--- config.mk ---
export PLATFORM = sky130hd
export DESIGN_NAME = alarm_relay_hold_controller
export DESIGN_NICKNAME = d
export VERILOG_FILES = /design/src/hw/rtl/arhc_pkg.sv /design/src/hw/rtl/arhc_core.sv /design/src/hw/rtl/alarm_relay_hold_controller.sv
export SDC_FILE = /design/constraint.sdc
export NUM_CORES = 1
export LEC_CHECK = 0
export BUFFER_PORTS_ARGS = -buffer_cell sky130_fd_sc_hd__buf_2
export CAP_MARGIN = 20
export CORE_UTILIZATION = 50
export DETAILED_ROUTE_END_ITERATION = 7
export GPL_ROUTABILITY_DRIVEN = 0
export GPL_TIMING_DRIVEN = 0
export HOLD_SLACK_MARGIN = 0.08
export PLACE_DENSITY = 0.67
export SKIP_LAST_GASP = 1
export SYNTH_ARGS = -nofsm -noshare
export SYNTH_HDL_FRONTEND = slang
export SYNTH_SLANG_ARGS = --single-unit
--- constraint.sdc ---
create_clock -name clk -period 4.8 [get_ports clk]
set_clock_uncertainty 0.15 [all_clocks]
set_input_delay 0.72 -clock clk [delete_from_list [all_inputs] [get_ports clk]]
set_output_delay 0.72 -clock clk [all_outputs]
set_load 0.01 [all_outputs]
--- src/hw/rtl/arhc_pkg.sv ---
// Shared types and constants for the alarm relay hold controller.
`default_nettype none

package arhc_pkg;

  localparam int unsigned NUM_CH    = 5;
  localparam int unsigned TIMER_W   = 16;
  localparam int unsigned STATUS_W  = 8;
  localparam int unsigned CFG_IDX_W = 2;
  localparam int unsigned CFG_DATA_W = 16;

  // Alarm channel bit positions.
  localparam int unsigned CH_DOOR_L  = 0;
  localparam int unsigned CH_DOOR_R  = 1;
  localparam int unsigned CH_CCLIMB  = 2;
  localparam int unsigned CH_RCLIMB  = 3;
  localparam int unsigned CH_LCLIMB  = 4;

  // Configuration register indexes.
  localparam logic [CFG_IDX_W-1:0] CFG_HOLD_TICKS   = 2'd0;
  localparam logic [CFG_IDX_W-1:0] CFG_ARMED_STATUS = 2'd1;
  localparam logic [CFG_IDX_W-1:0] CFG_BEEP_DUR     = 2'd2;

  localparam logic [TIMER_W-1:0]  HOLD_TICKS_RST   = 16'd300;
  localparam logic [STATUS_W-1:0] ARMED_STATUS_RST = 8'd1;
  localparam logic [TIMER_W-1:0]  BEEP_DUR_RST     = 16'd0;
  localparam logic [TIMER_W-1:0]  TIMER_MAX        = 16'hFFFF;

  typedef struct packed {
    logic                tick;
    logic                local_door_closed;
    logic                control_door_closed;
    logic                left_fault;
    logic                right_fault;
    logic                centre_climb;
    logic                right_climb;
    logic                left_climb;
    logic [STATUS_W-1:0] sys_status;
  } in_item_t;

  typedef struct packed {
    logic              left_relay;
    logic              right_relay;
    logic              beep_on;
    logic [NUM_CH-1:0] active_alarms;
  } out_item_t;

  typedef struct packed {
    logic [TIMER_W-1:0]  hold_ticks;
    logic [STATUS_W-1:0] armed_status_min;
    logic [TIMER_W-1:0]  beep_duration;
  } cfg_t;

endpackage

`default_nettype wire

--- src/hw/rtl/arhc_core.sv ---
// Alarm evaluation logic and the controller state registers.
`default_nettype none

module arhc_core (
  input  wire logic              clk,
  input  wire logic              rst_n,
  input  wire logic              step,
  input  wire arhc_pkg::in_item_t item,
  input  wire arhc_pkg::cfg_t    cfg,
  output arhc_pkg::out_item_t    res
);

  localparam int unsigned NCH = arhc_pkg::NUM_CH;
  localparam int unsigned TW  = arhc_pkg::TIMER_W;

  logic [NCH-1:0] latched_r, latched_nxt;
  logic [TW-1:0]  timer_r [NCH];
  logic [TW-1:0]  timer_nxt [NCH];
  logic [TW-1:0]  timer_tick [NCH];
  logic           beep_act_r, beep_act_nxt;
  logic [TW-1:0]  beep_rem_r, beep_rem_nxt;
  logic           left_r, left_nxt;
  logic           right_r, right_nxt;

  logic           act_t;
  logic [TW-1:0]  rem_t;
  logic           armed;
  logic           door;
  logic [NCH-1:0] trig;
  logic [NCH-1:0] newl;
  logic [NCH-1:0] lat_set;
  logic [NCH-1:0] expd;
  logic           beep_start;
  logic           left_d, right_d;
  logic           left_close, right_close;

  always_comb begin
    for (int i = 0; i < NCH; i++) begin
      timer_tick[i] = (item.tick && (timer_r[i] != arhc_pkg::TIMER_MAX)) ?
                      timer_r[i] + {{(TW-1){1'b0}}, 1'b1} : timer_r[i];
    end

    // The beeper counts down on a tick and goes quiet once it reaches zero.
    act_t = beep_act_r;
    rem_t = beep_rem_r;
    if (item.tick && beep_act_r) begin
      if (beep_rem_r != '0) begin
        rem_t = beep_rem_r - {{(TW-1){1'b0}}, 1'b1};
      end
      if (rem_t == '0) begin
        act_t = 1'b0;
      end
    end

    armed = item.sys_status >= cfg.armed_status_min;
    door  = item.local_door_closed || !item.control_door_closed;

    trig[arhc_pkg::CH_DOOR_L] = armed && (door || item.left_fault);
    trig[arhc_pkg::CH_DOOR_R] = armed && (door || item.right_fault);
    trig[arhc_pkg::CH_CCLIMB] = armed && item.centre_climb;
    trig[arhc_pkg::CH_RCLIMB] = armed && item.right_climb;
    trig[arhc_pkg::CH_LCLIMB] = armed && item.left_climb;
    newl = trig & ~latched_r;

    // While armed, faults beep whenever the beeper is quiet; the door and climbs only on a new latch.
    beep_start = (cfg.beep_duration != '0) &&
                 ((armed && door && !latched_r[arhc_pkg::CH_DOOR_L]) ||
                  (armed && (item.left_fault || item.right_fault) && !act_t) ||
                  newl[arhc_pkg::CH_CCLIMB] || newl[arhc_pkg::CH_RCLIMB] ||
                  newl[arhc_pkg::CH_LCLIMB]);
    beep_act_nxt = beep_start ? 1'b1 : act_t;
    beep_rem_nxt = beep_start ? cfg.beep_duration : rem_t;

    for (int i = 0; i < NCH; i++) begin
      timer_nxt[i] = trig[i] ? '0 : timer_tick[i];
    end

    lat_set = latched_r | trig;
    left_d  = (newl[arhc_pkg::CH_DOOR_L] || newl[arhc_pkg::CH_CCLIMB] ||
               newl[arhc_pkg::CH_LCLIMB]) ? 1'b0 : left_r;
    right_d = (newl[arhc_pkg::CH_DOOR_R] || newl[arhc_pkg::CH_CCLIMB] ||
               newl[arhc_pkg::CH_RCLIMB]) ? 1'b0 : right_r;

    for (int i = 0; i < NCH; i++) begin
      expd[i] = lat_set[i] && (timer_nxt[i] > cfg.hold_ticks);
    end
    latched_nxt = lat_set & ~expd;

    // Door channels look at the centre flag before its own release; the
    // climbs look at the door flags after theirs.
    left_close  = (expd[arhc_pkg::CH_DOOR_L] && !lat_set[arhc_pkg::CH_CCLIMB]) ||
                  ((expd[arhc_pkg::CH_CCLIMB] || expd[arhc_pkg::CH_LCLIMB]) &&
                   !latched_nxt[arhc_pkg::CH_DOOR_L]);
    right_close = (expd[arhc_pkg::CH_DOOR_R] && !lat_set[arhc_pkg::CH_CCLIMB]) ||
                  ((expd[arhc_pkg::CH_CCLIMB] || expd[arhc_pkg::CH_RCLIMB]) &&
                   !latched_nxt[arhc_pkg::CH_DOOR_R]);
    left_nxt  = left_close  ? 1'b1 : left_d;
    right_nxt = right_close ? 1'b1 : right_d;

    res.left_relay    = left_nxt;
    res.right_relay   = right_nxt;
    res.beep_on       = beep_act_nxt;
    res.active_alarms = latched_nxt;
  end

  always_ff @(posedge clk) begin
    if (!rst_n) begin
      latched_r  <= '0;
      beep_act_r <= 1'b0;
      beep_rem_r <= '0;
      left_r     <= 1'b1;
      right_r    <= 1'b1;
      for (int i = 0; i < NCH; i++) begin
        timer_r[i] <= '0;
      end
    end else if (step) begin
      latched_r  <= latched_nxt;
      beep_act_r <= beep_act_nxt;
      beep_rem_r <= beep_rem_nxt;
      left_r     <= left_nxt;
      right_r    <= right_nxt;
      for (int i = 0; i < NCH; i++) begin
        timer_r[i] <= timer_nxt[i];
      end
    end
  end

  // An open relay always has a latched channel behind it.
  a_left_open_latched: assert property (@(posedge clk) disable iff (!rst_n)
    !left_r |-> (latched_r[arhc_pkg::CH_DOOR_L] || latched_r[arhc_pkg::CH_CCLIMB] ||
                 latched_r[arhc_pkg::CH_LCLIMB]))
    else $error("left relay open with no left channel latched");

  a_right_open_latched: assert property (@(posedge clk) disable iff (!rst_n)
    !right_r |-> (latched_r[arhc_pkg::CH_DOOR_R] || latched_r[arhc_pkg::CH_CCLIMB] ||
                  latched_r[arhc_pkg::CH_RCLIMB]))
    else $error("right relay open with no right channel latched");

  a_beep_has_time: assert property (@(posedge clk) disable iff (!rst_n)
    beep_act_r |-> (beep_rem_r != '0))
    else $error("beeper active with nothing left to count");

  a_climb_clears_timer: assert property (@(posedge clk) disable iff (!rst_n)
    (step && item.centre_climb && (item.sys_status >= cfg.armed_status_min)) |=>
      (timer_r[arhc_pkg::CH_CCLIMB] == '0))
    else $error("centre climb did not clear its hold timer");

endmodule

`default_nettype wire

--- src/hw/rtl/alarm_relay_hold_controller.sv ---
// Top level: request registers, configuration registers and the alarm core.
// A request is accepted into the input register; once the output is free its
// result moves into the result register, which drives out_valid.
// Throughput: one request per cycle while out_stall is low; the input register
// and the result register let a new request enter while a finished result waits.
// Reset (rst_n low, synchronous) clears all alarm state, opens no relay and
// loads the configuration defaults.
`default_nettype none

module alarm_relay_hold_controller (
  input  wire logic                                 clk,
  input  wire logic                                 rst_n,
  input  wire logic                                 in_valid,
  output logic                                      in_stall,
  input  wire arhc_pkg::in_item_t                   in_data,
  output logic                                      out_valid,
  input  wire logic                                 out_stall,
  output arhc_pkg::out_item_t                       out_data,
  input  wire logic                                 cfg_we,
  input  wire logic [arhc_pkg::CFG_IDX_W-1:0]       cfg_idx,
  input  wire logic [arhc_pkg::CFG_DATA_W-1:0]      cfg_wdata
);

  logic                in_vld_r;
  arhc_pkg::in_item_t  in_item_r;
  logic                out_vld_r;
  arhc_pkg::out_item_t out_item_r;
  arhc_pkg::cfg_t      cfg_r;
  arhc_pkg::out_item_t core_res;
  logic                out_free;
  logic                adv;
  logic                in_acc;

  assign out_free = !out_vld_r || !out_stall;
  assign adv      = in_vld_r && out_free;
  assign in_stall = in_vld_r && !out_free;
  assign in_acc   = in_valid && !in_stall;

  always_ff @(posedge clk) begin
    if (!rst_n) begin
      in_vld_r  <= 1'b0;
      out_vld_r <= 1'b0;
      cfg_r.hold_ticks       <= arhc_pkg::HOLD_TICKS_RST;
      cfg_r.armed_status_min <= arhc_pkg::ARMED_STATUS_RST;
      cfg_r.beep_duration    <= arhc_pkg::BEEP_DUR_RST;
    end else begin
      if (in_acc) begin
        in_vld_r <= 1'b1;
      end else if (adv) begin
        in_vld_r <= 1'b0;
      end
      if (adv) begin
        out_vld_r <= 1'b1;
      end else if (!out_stall) begin
        out_vld_r <= 1'b0;
      end
      if (cfg_we) begin
        case (cfg_idx)
          arhc_pkg::CFG_HOLD_TICKS:   cfg_r.hold_ticks <= cfg_wdata;
          arhc_pkg::CFG_ARMED_STATUS: cfg_r.armed_status_min <=
                                        cfg_wdata[arhc_pkg::STATUS_W-1:0];
          arhc_pkg::CFG_BEEP_DUR:     cfg_r.beep_duration <= cfg_wdata;
          default: ;
        endcase
      end
    end
  end

  always_ff @(posedge clk) begin
    if (in_acc) begin
      in_item_r <= in_data;
    end
    if (adv) begin
      out_item_r <= core_res;
    end
  end

  arhc_core u_core (
    .clk   (clk),
    .rst_n (rst_n),
    .step  (adv),
    .item  (in_item_r),
    .cfg   (cfg_r),
    .res   (core_res)
  );

  assign out_valid = out_vld_r;
  assign out_data  = out_item_r;

endmodule

`default_nettype wire
**Word-level counts from Yosys, hierarchy flattened**

Memory sizes are Yosys's and may differ from the RTL's.
Cells that the tools add are included.

- Flip-flop bits (word level): 90
- Memory bits (writable): 80
- Output and inout bits: 10
- Word-level logic and storage cells: 153
- Memories: 1

Memories:

| name | words | bits a word | read ports | clocked after memory_dff | wr ports | line | RTL |
|---|---|---|---|---|---|---|---|
| u_core.timer_r | 5 | 16 | 5 | 0 | 5 | arhc_core.sv:17 | `logic [TW-1:0] timer_r [NCH];` |

- Add/sub/neg operators: 6
- $lt $le $gt $ge: 6
- Eq/ne operators: 8
- Muxes and demuxes: 34
- Bitwise logic cells: 10
- Reduce and logical (&&, ||, !) cells: 65

Operators with widths:

| cell | number |
|---|---|
| 16-bit two-way mux | 19 |
| 16-bit by 1-bit adder with 16-bit output, second input constant | 5 |
| 16-bit > comparator | 5 |
| 16-bit inequality test, second input constant | 5 |
| 16-bit nonzero test | 2 |
| 1-bit logical AND | 28 |
| 1-bit logical OR | 17 |
| 16-bit zero test | 1 |
| 16-bit by 1-bit subtractor with 16-bit output, second input constant | 1 |
| 1-bit two-way mux | 15 |
| 5-bit bitwise AND | 2 |
| 1-bit zero test | 10 |
| 5-bit NOT | 2 |
| 8-bit >= comparator | 1 |
| 2-bit AND reduction | 4 |
| 1-bit OR | 5 |
| 5-bit OR | 1 |
| 2-bit nonzero test | 2 |
| 2-bit by 1-bit equality test with 1-bit output, second input constant | 1 |
| 2-bit equality test, second input constant | 1 |
| 2-bit zero test | 1 |
| 2-bit by 1-bit inequality test with 1-bit output, second input constant | 1 |

**Depth between registers and ports, before layout**

Gate-level depths: netlist of the first run.

- Depth in word-level cells: 15
- Mapped depth: 18

**By module**

A second synthesis of the first run with hierarchy kept.

- Cell total of the unflattened synthesis: 1193
- Area total of the unflattened synthesis: 10974.3 um^2

Modules (own cells, without submodules):

| module | instances | cells each | area an instance (um^2) |
|---|---|---|---|
| arhc_core | 1 | 1006 | 8619.5 |
| alarm_relay_hold_controller | 1 | 187 | 2354.8 |

**Worst setup path after synthesis of the first run**

Ideal clock, no wire load.

- Path type: reg-to-reg
- Start: register in_item_r[7] (netlist name)
- End: register out_item_r (netlist bit out_data[6]) (data pin)
- Data arrival time: 3.599 ns
- Required time: 4.388 ns
- Path slack: 0.790 ns
- Cell stages (with the launch flop): 18
- Clock period less this slack: 4.010 ns
- Path through: edfxtp_1 ha_1 o211a_1 nand3_1 o311a_1 clkbuf_1 a21oi_1 clkbuf_1 nor2_1 ha_1 a21o_1 a21o_1 a221oi_1 o31ai_1 a22oi_1 nor2_1 o21bai_1 nand2_1

RTL lines:

| item | line | RTL |
|---|---|---|
| from (decl) | alarm_relay_hold_controller.sv:25 | `arhc_pkg::in_item_t in_item_r;` |
| from (signal assigned) | alarm_relay_hold_controller.sv:71 | `in_item_r <= in_data;` |
| to (signal assigned) | alarm_relay_hold_controller.sv:74 | `out_item_r <= core_res;` |
| to (decl) | alarm_relay_hold_controller.sv:27 | `arhc_pkg::out_item_t out_item_r;` |

==> implementation parameters, run 1 <==
Parameter                              Value

Route
  Drt first-iter violations ... 616
  DRT Pass-1 Iters ... 7
  Final Routed Wirelength ... 28.2 mm
  Drc violations ... 0
  Vias ... 9152
  Detail Route Antenna Nets ... 0
  WL per Instance ... 18.1 um
  Via count normalized by instance count ... 5.87

Clock tree
  Depth of the CTS H-tree ... 4
  TritonCTS clock tree ... done
  Max Buffers Root-to-Sink ... 2
  Number of CTS-inserted buffers ... 17
  Clock latency of the later-clocked register in the worst-skew pair ... 430 ps
  Clock net sink count ... 170
  Clock transition at the registers of the reported paths ... 70 ps
  Root buffer cell ... clkbuf_16

Hold path
  Worst-case hold path end point ... in_item_r[2]
  Worst hold path type ... primary input to flop
  Worst hold stages ... 1
  Hold wc startpoint ... in_data[2]

Worst setup path
  R2r startpoint ... in_item_r[6]
  Startpoint type of the worst setup path ... flop
  CP delay by family, top ... compound AO/OA/AOI/OAI gates
  Setup CP Type ... flop to flop
  Flop2flop setup slack ... 210 ps
  Dominant cell type by count on the critical path ... ha_1
  Buffers plus inverters on the worst setup path ... 1
  Sequence of cells on the critical path ... ha_1 > a21o_1 > a21oi_1 > a21oi_2 > clkbuf_2 > nor2_1 > ha_1 > nor2b_1 > o21ai_0 > nand2b_1 > a2111oi_0 > o31ai_1 > a221oi_2 > o21bai_1 > nand2_1
  Cell type of the slowest stage on the worst timing path ... a21oi_1
  Crit path arrival time ... 4630 ps
  Largest incremental delay on the critical path ... 690 ps
  End of the worst register-to-register path ... out_data[6]
  Kind of end point of the critical path ... flop
  Maximum fanout along the worst path ... 10
  Data required time of the critical path ... 4830 ps
  Number of cells on the worst reg-to-reg path ... 15

Die
  Total I/O pin count ... 49
  Die outline width ... 150 um
  DIE HEIGHT ... 150 um
  Placeable core region ... 0.0212 sq mm
  Std-Cell Rows ... 53
  Die outline area ... 0.0224 sq mm
  Initial Utilization ... 51.5%

Yosys
  Cell area after synthesis ... 0.0109 sq mm
  Most common flop cell mapped by yosys ... edfxtp_1
  Sequential share of the synthesized area ... 40.7%
  Seq cells post-synth ... 170
  Number of synthesis warnings ... 0
  Mean post-synth cell area ... 9.08 sq um
  Number of nets in the synthesized netlist ... 1337
  Post-synth EDFFs ... 104
  Cells after synthesis ... 1203
  Netlist cell types ... 67
  Share of flip-flops with an asynchronous set or reset after synthesis ... 0%

Timing
  Final setup margin ... 206 ps
  Total of endpoints with negative setup slack in the final report ... 0
  Maximum clock rate ... 218 MHz
  Period utilization ... 95.7%
  Min Tclk post-route ... 4590 ps
  Number of pins exceeding their max-slew limit in the final report ... 0
  Worst hold margin ... 311 ps
  Final hold violation count ... 0
  Summed negative setup slack over all endpoints ... 0 ps
  Relative slew margins ... 35.6%
  Slew at the pin with the worst max-slew slack ... 966 ps
  Unrepaired setup endpoints after global routing ... false

Final layout
  Share of the core filled with cells in the final layout ... 57.4%
  Area of all placed cells without fillers ... 0.0122 sq mm
  Area growth from synthesis to layout ... 11.6%
  Share of final-layout standard cells stronger than drive strength 1 ... 8.96%
  Post-route non-filler standard cell count ... 1559
  NumNets Final ... 1405
  Total inserted antenna cells ... 0

Run
  Max Cap Viol ... 0

Placement
  Number of cells in the design after placement ... 1527
  Worst setup slack after placement ... -179 ps
  Half-perimeter wire length after placement ... 21.1 mm
  Number of port buffers ... 47
  Area of placed instances ... 0.0115 sq mm

Global route
  Maximum number of pins on one net before global-route repair ... 56
  Most congested layer reported by global routing ... met2
  Fraction of met2 tracks used by global routing ... 42.1%
  GR Util met3 ... 3.26%
  Remaining Overflow, GRT ... 0
  Met1 track demand over resource in global routing ... 36.5%
  Global-route usage over all layers ... 26.2%
  Number of antenna violations at the first check in global routing ... 0
  Wire length of the first global-routing pass ... 45.0 mm
  Vias in the first global route ... 8767

Outcome
  Result of the run ... complete, no violations

Pwr
  Power per cell area ... 327 mW/mm^2
  Leakage ... 4.82 nW
  Maximum resistive drop on vdd ... 255 uV
  Overall power of the completed layout ... 3.98 mW
[per-layer routing]
layer  wire length, um  part of all wire, %
met1             13200                   47
met2             12700                   45
met3              1640                  5.8
met4               635                  2.2
met5                 0                    0
[cell families after synthesis]
family	count (synthesis)	synth area share, %
AND/OR/NAND/NOR	543	23.9
AO/OA/AOI/OAI	205	13.1
flip-flops	170	40.7
buffers and inverters	95	3.59
adder cells (fa/ha/maj)	95	10.9
XOR/XNOR	80	6.42
multiplexers	15	1.39
[report_power, final]
part / leakage, nW / switching, mW / internal [mW]
clock network: 0.279 / 0.630 / 0.728
registers: 1.62 / 0.0780 / 1.64
logic: 2.92 / 0.553 / 0.355
[registers in the layout (all words and copies together) (netlist names)]
name               flops
in_item_r             16
u_core.beep_rem_r     16
u_core.beep_act_r      1
out_data               8
u_core.right_r         1
u_core.left_r          1
u_core.timer_r        80
in_vld_r               1
cfg_r                 40
out_valid              1
u_core.latched_r       5
[synth_stat cells (all sizes together), types with 5 or more instances]
library cell  number  share of area (%)
dfxtp             66                 12
nand2            135                4.6
xnor2             40                3.2
o21ai             31                1.4
nor3              72                3.4
clkbuf            44                1.5
mux2i             14                1.3
edfxtp           104                 29
o211ai            10               0.69
a22oi             13               0.89
nand3             48                2.2
nand2b             8               0.46
nor4               8               0.73
nor2b             18                1.0
and2               5               0.29
or3                5               0.29
nor2             166                5.7
o22ai              8               0.46
a211oi             5               0.46
and4               5               0.40
o21a               6               0.41
buf                6               0.53
a21o              24                1.7
nand4             43                2.5
a21oi             37                1.7
ha                95                 11
xor2              40                3.2
a21boi            36                2.6
inv               45                1.5
and3              14               0.80
[worst max-delay path by stage]
stage | start | endpoint | cells after the start
5_1_grt | cfg_r[22] | out_data[6] | 16
6_report | in_item_r[6] | out_data[6] | 15
3_3_place_gp | in_item_r[7] | out_data[6] | 17
3_5_place_dp | in_item_r[15] | out_data[6] | 16
2_1_floorplan | in_item_r[7] | out_data[6] | 17
4_1_cts | cfg_r[23] | out_data[6] | 18
[layout by cell type, fill, tap and decap left out, types with 6 or more instances in the layout]
| cell type | count |
|---|---|
| a22oi_1 | 13 |
| a21o_1 | 23 |
| nand2_1 | 134 |
| clkbuf_2 | 6 |
| mux2i_1 | 14 |
| ha_1 | 95 |
| nor2b_1 | 18 |
| a21oi_1 | 32 |
| xor2_1 | 40 |
| nor2_1 | 166 |
| a21boi_0 | 34 |
| inv_1 | 45 |
| edfxtp_1 | 104 |
| o21a_1 | 6 |
| and3_1 | 14 |
| o211ai_1 | 10 |
| clkbuf_16 | 17 |
| clkbuf_1 | 37 |
| nor4_1 | 6 |
| nand3_1 | 48 |
| nand4_1 | 43 |
| clkinv_4 | 6 |
| dfxtp_1 | 66 |
| buf_2 | 48 |
| nand2b_1 | 8 |
| o22ai_1 | 8 |
| o21ai_0 | 28 |
| xnor2_1 | 40 |
| nor3_1 | 71 |
[layout make-up]
class | count | area, sq um
Clock inverter | 14 | 140
Timing Repair Buffer | 51 | 289
Buffer | 48 | 223
Sequential cell | 170 | 4440
Fill cell | 1909 | 9040
Tap cell | 275 | 344
Multi-Input combinational cell | 938 | 6140
Inverter | 45 | 169
Clock buffer | 18 | 429
[timing repair]
item	in CTS	in global routing
hold buffers	0	0
gates resized for setup	3	19
endpoints found under the hold margin	0	0
pin swaps	0	1
endpoints found under the setup margin	4	7
buffers inserted	0	2
Note: power is estimated with default switching activity, not from simulation.
==> run 2: changes to the inputs <==
- clock period: 4.8 -> 5.6 ns (I/O delays scaled with it)
==> run 2 against run 1 <==
  * Clock-buffer cell count did not move
  * Clock power is 15% lower
  * Largest cell class unchanged
  * Critical path depth is 1 higher
  * Cell count stayed put
==> implementation parameters, run 2 (synthesis gave the netlist of run 1 again) <==
Parameter                              Value

Final layout
  Share of the core filled with cells in the final layout ... 57.1%
  Area growth from synthesis to layout ... 10.9%
  Biggest registers after layout ... u_core.timer_r (80), cfg_r (40)
  Share of final-layout standard cells stronger than drive strength 1 ... 7.87%
  NumNets Final ... 1405
  Most frequent cells in the layout ... nor2_1, nand2_1, edfxtp_1
  Number of flip-flops in the largest register ... 80
  Area of combinational cells with multiple inputs ... 0.00609 sq mm
  Fill cell count ... 1920
  Most flops, register ... u_core.timer_r
  Total inserted antenna cells ... 0
  Seq. cell area ... 0.00444 sq mm
  Leading cell type in the layout, fill and taps excluded ... nor2_1

Clock tree
  Hold-fix buffers, CTS ... 0
  Clock transition at the registers of the reported paths ... 70 ps
  Number of CTS-inserted buffers ... 17
  Max Buffers Root-to-Sink ... 2
  TritonCTS clock tree ... done
  Root buffer cell ... clkbuf_16
  Depth of the CTS H-tree ... 4
  PostCTS Resize Cnt ... 0
  Setup fix buffers added after clock tree synthesis ... 0
  Clock latency of the later-clocked register in the worst-skew pair ... 430 ps
  Clock net sink count ... 170

Outcome
  Result of the run ... complete, no violations

Worst setup path
  End of the worst register-to-register path ... out_data[6]
  Flop2flop setup slack ... 510 ps
  Sequence of cells on the critical path ... clkbuf_1 > o41ai_2 > nor2_1 > nand2_1 > nor2_1 > xnor2_1 > nor2_1 > ha_1 > a21o_1 > a21o_1 > a21o_1 > a211oi_1 > o21ai_0 > a221oi_1 > o21bai_1 > nand2_1
  Setup CP Type ... flop to flop
  Startpoint type of the worst setup path ... flop
  CP delay by family, top ... compound AO/OA/AOI/OAI gates
  Crit path arrival time ... 5120 ps
  Cell type of the slowest stage on the worst timing path ... clkbuf_1
  Kind of end point of the critical path ... flop
  Number of logic stages on the critical path including buffering ... 16
  Maximum fanout along the worst path ... 10
  Number of cells on the worst reg-to-reg path ... 16
  Buffers plus inverters on the worst setup path ... 1
  Largest incremental delay on the critical path ... 840 ps
  R2r startpoint ... in_item_r[15]
  Data required time of the critical path ... 5630 ps

Pwr
  Leakage ... 4.78 nW
  Sequential fraction of design power ... 43.3%
  Share of total power in the clock network ... 34.1%
  Power per cell area ... 281 mW/mm^2
  Sw Share ... 31.5%
  Internal portion of total power ... 2.33 mW
  Overall power of the completed layout ... 3.40 mW
  Maximum resistive drop on vdd ... 215 uV
  Switching power ... 1.07 mW
  Part of the total power dissipated in combinational logic ... 22.7%

Global route
  Number of antenna violations at the first check in global routing ... 0
  Wire length of the first global-routing pass ... 45.0 mm
  Remaining Overflow, GRT ... 0
  Vias in the first global route ... 8784
  Maximum number of pins on one net before global-route repair ... 56
  Global-route usage over all layers ... 26.3%

Route
  Via count normalized by instance count ... 5.81
  Detail Route Antenna Nets ... 0
  Drt first-iter violations ... 676
  Drc violations ... 0
  Vias ... 9061
  WL per Instance ... 18.1 um
  DRT Pass-1 Iters ... 5
  Final Routed Wirelength ... 28.2 mm

Die
  DIE HEIGHT ... 150 um
  Total I/O pin count ... 49
  Die outline area ... 0.0224 sq mm
  Die outline width ... 150 um
  Std-Cell Rows ... 53
  Initial Utilization ... 51.5%
  Placeable core region ... 0.0212 sq mm

Placement
  Half-perimeter wire length after placement ... 21.1 mm
  Number of port buffers ... 47
  Worst setup slack after placement ... 621 ps

Timing
  Final setup margin ... 509 ps
  Maximum clock rate ... 196 MHz
  Min Tclk post-route ... 5090 ps
  Summed negative setup slack over all endpoints ... 0 ps
  Unrepaired setup endpoints after global routing ... false
  Slew at the pin with the worst max-slew slack ... 1140 ps
  Final hold violation count ... 0
  Relative slew margins ... 23.9%
  Total of endpoints with negative setup slack in the final report ... 0
  Period utilization ... 90.9%
  Worst hold margin ... 312 ps
  Number of pins exceeding their max-slew limit in the final report ... 0

Run
  Max Cap Viol ... 0

Hold path
  Worst hold path type ... flop to flop
  Hold wc startpoint ... cfg_r[35]
  Worst-case hold path end point ... cfg_r[35]
  Worst hold stages ... 2
run 2: cell types whose count changed in the layout (fill, tap and decap cells not counted), sizes merged:
cell and delta:
buf -2, clkbuf +2
run 2: worst min-delay path, cell delays in order (launching register included):
cell and delay, ps:
dfxtp_1 310, nand2_1 50, a21boi_0 60
run 2: layout make-up:
cell class	instances	share of cell area (%)
Clock buffer	18	3.54
Multi-Input combinational cell	938	50.3
Clock inverter	14	1.16
Buffer	50	1.84
Inverter	45	1.39
Tap cell	275	2.84
Timing Repair Buffer	49	2.26
Sequential cell	170	36.7
run 2: through the flow:
stage               cell area (sq um)  instances
global placement                11500       1525
floorplan                       10900       1203
detailed placement              11500       1527
global route                    12100       1559
finish                          12100       1559
CTS                             12100       1559
run 2: metal layers:
layer	wire, um	vias up	track usage (%)
met5	0	-	0
met4	657	0	9.44
met3	1320	39	3.35
met2	12700	239	42.0
met1	13500	4291	36.4
li1	-	4492	-
run 2: worst max-delay path by stage:
stage	startpoint	end
floorplan	in_item_r[7]	out_data[6]
global placement	in_item_r[7]	out_data[6]
detailed placement	in_item_r[15]	out_data[6]
CTS	in_item_r[15]	out_data[6]
global route	in_item_r[7]	out_data[7]
finish	in_item_r[15]	out_data[6]
run 2: power groups by stage:
| stage | Clock [mW] | Sequential [mW] | Combinational (mW) |
|---|---|---|---|
| 3_5_place_dp | 0 | 1.50 | 0.758 |
| 3_3_place_gp | 0 | 1.50 | 0.741 |
| 6_report | 1.16 | 1.47 | 0.772 |
| 5_1_grt | 1.22 | 1.48 | 0.854 |
| 4_1_cts | 1.18 | 1.47 | 0.764 |
| 2_1_floorplan | 0 | 1.48 | 0.558 |
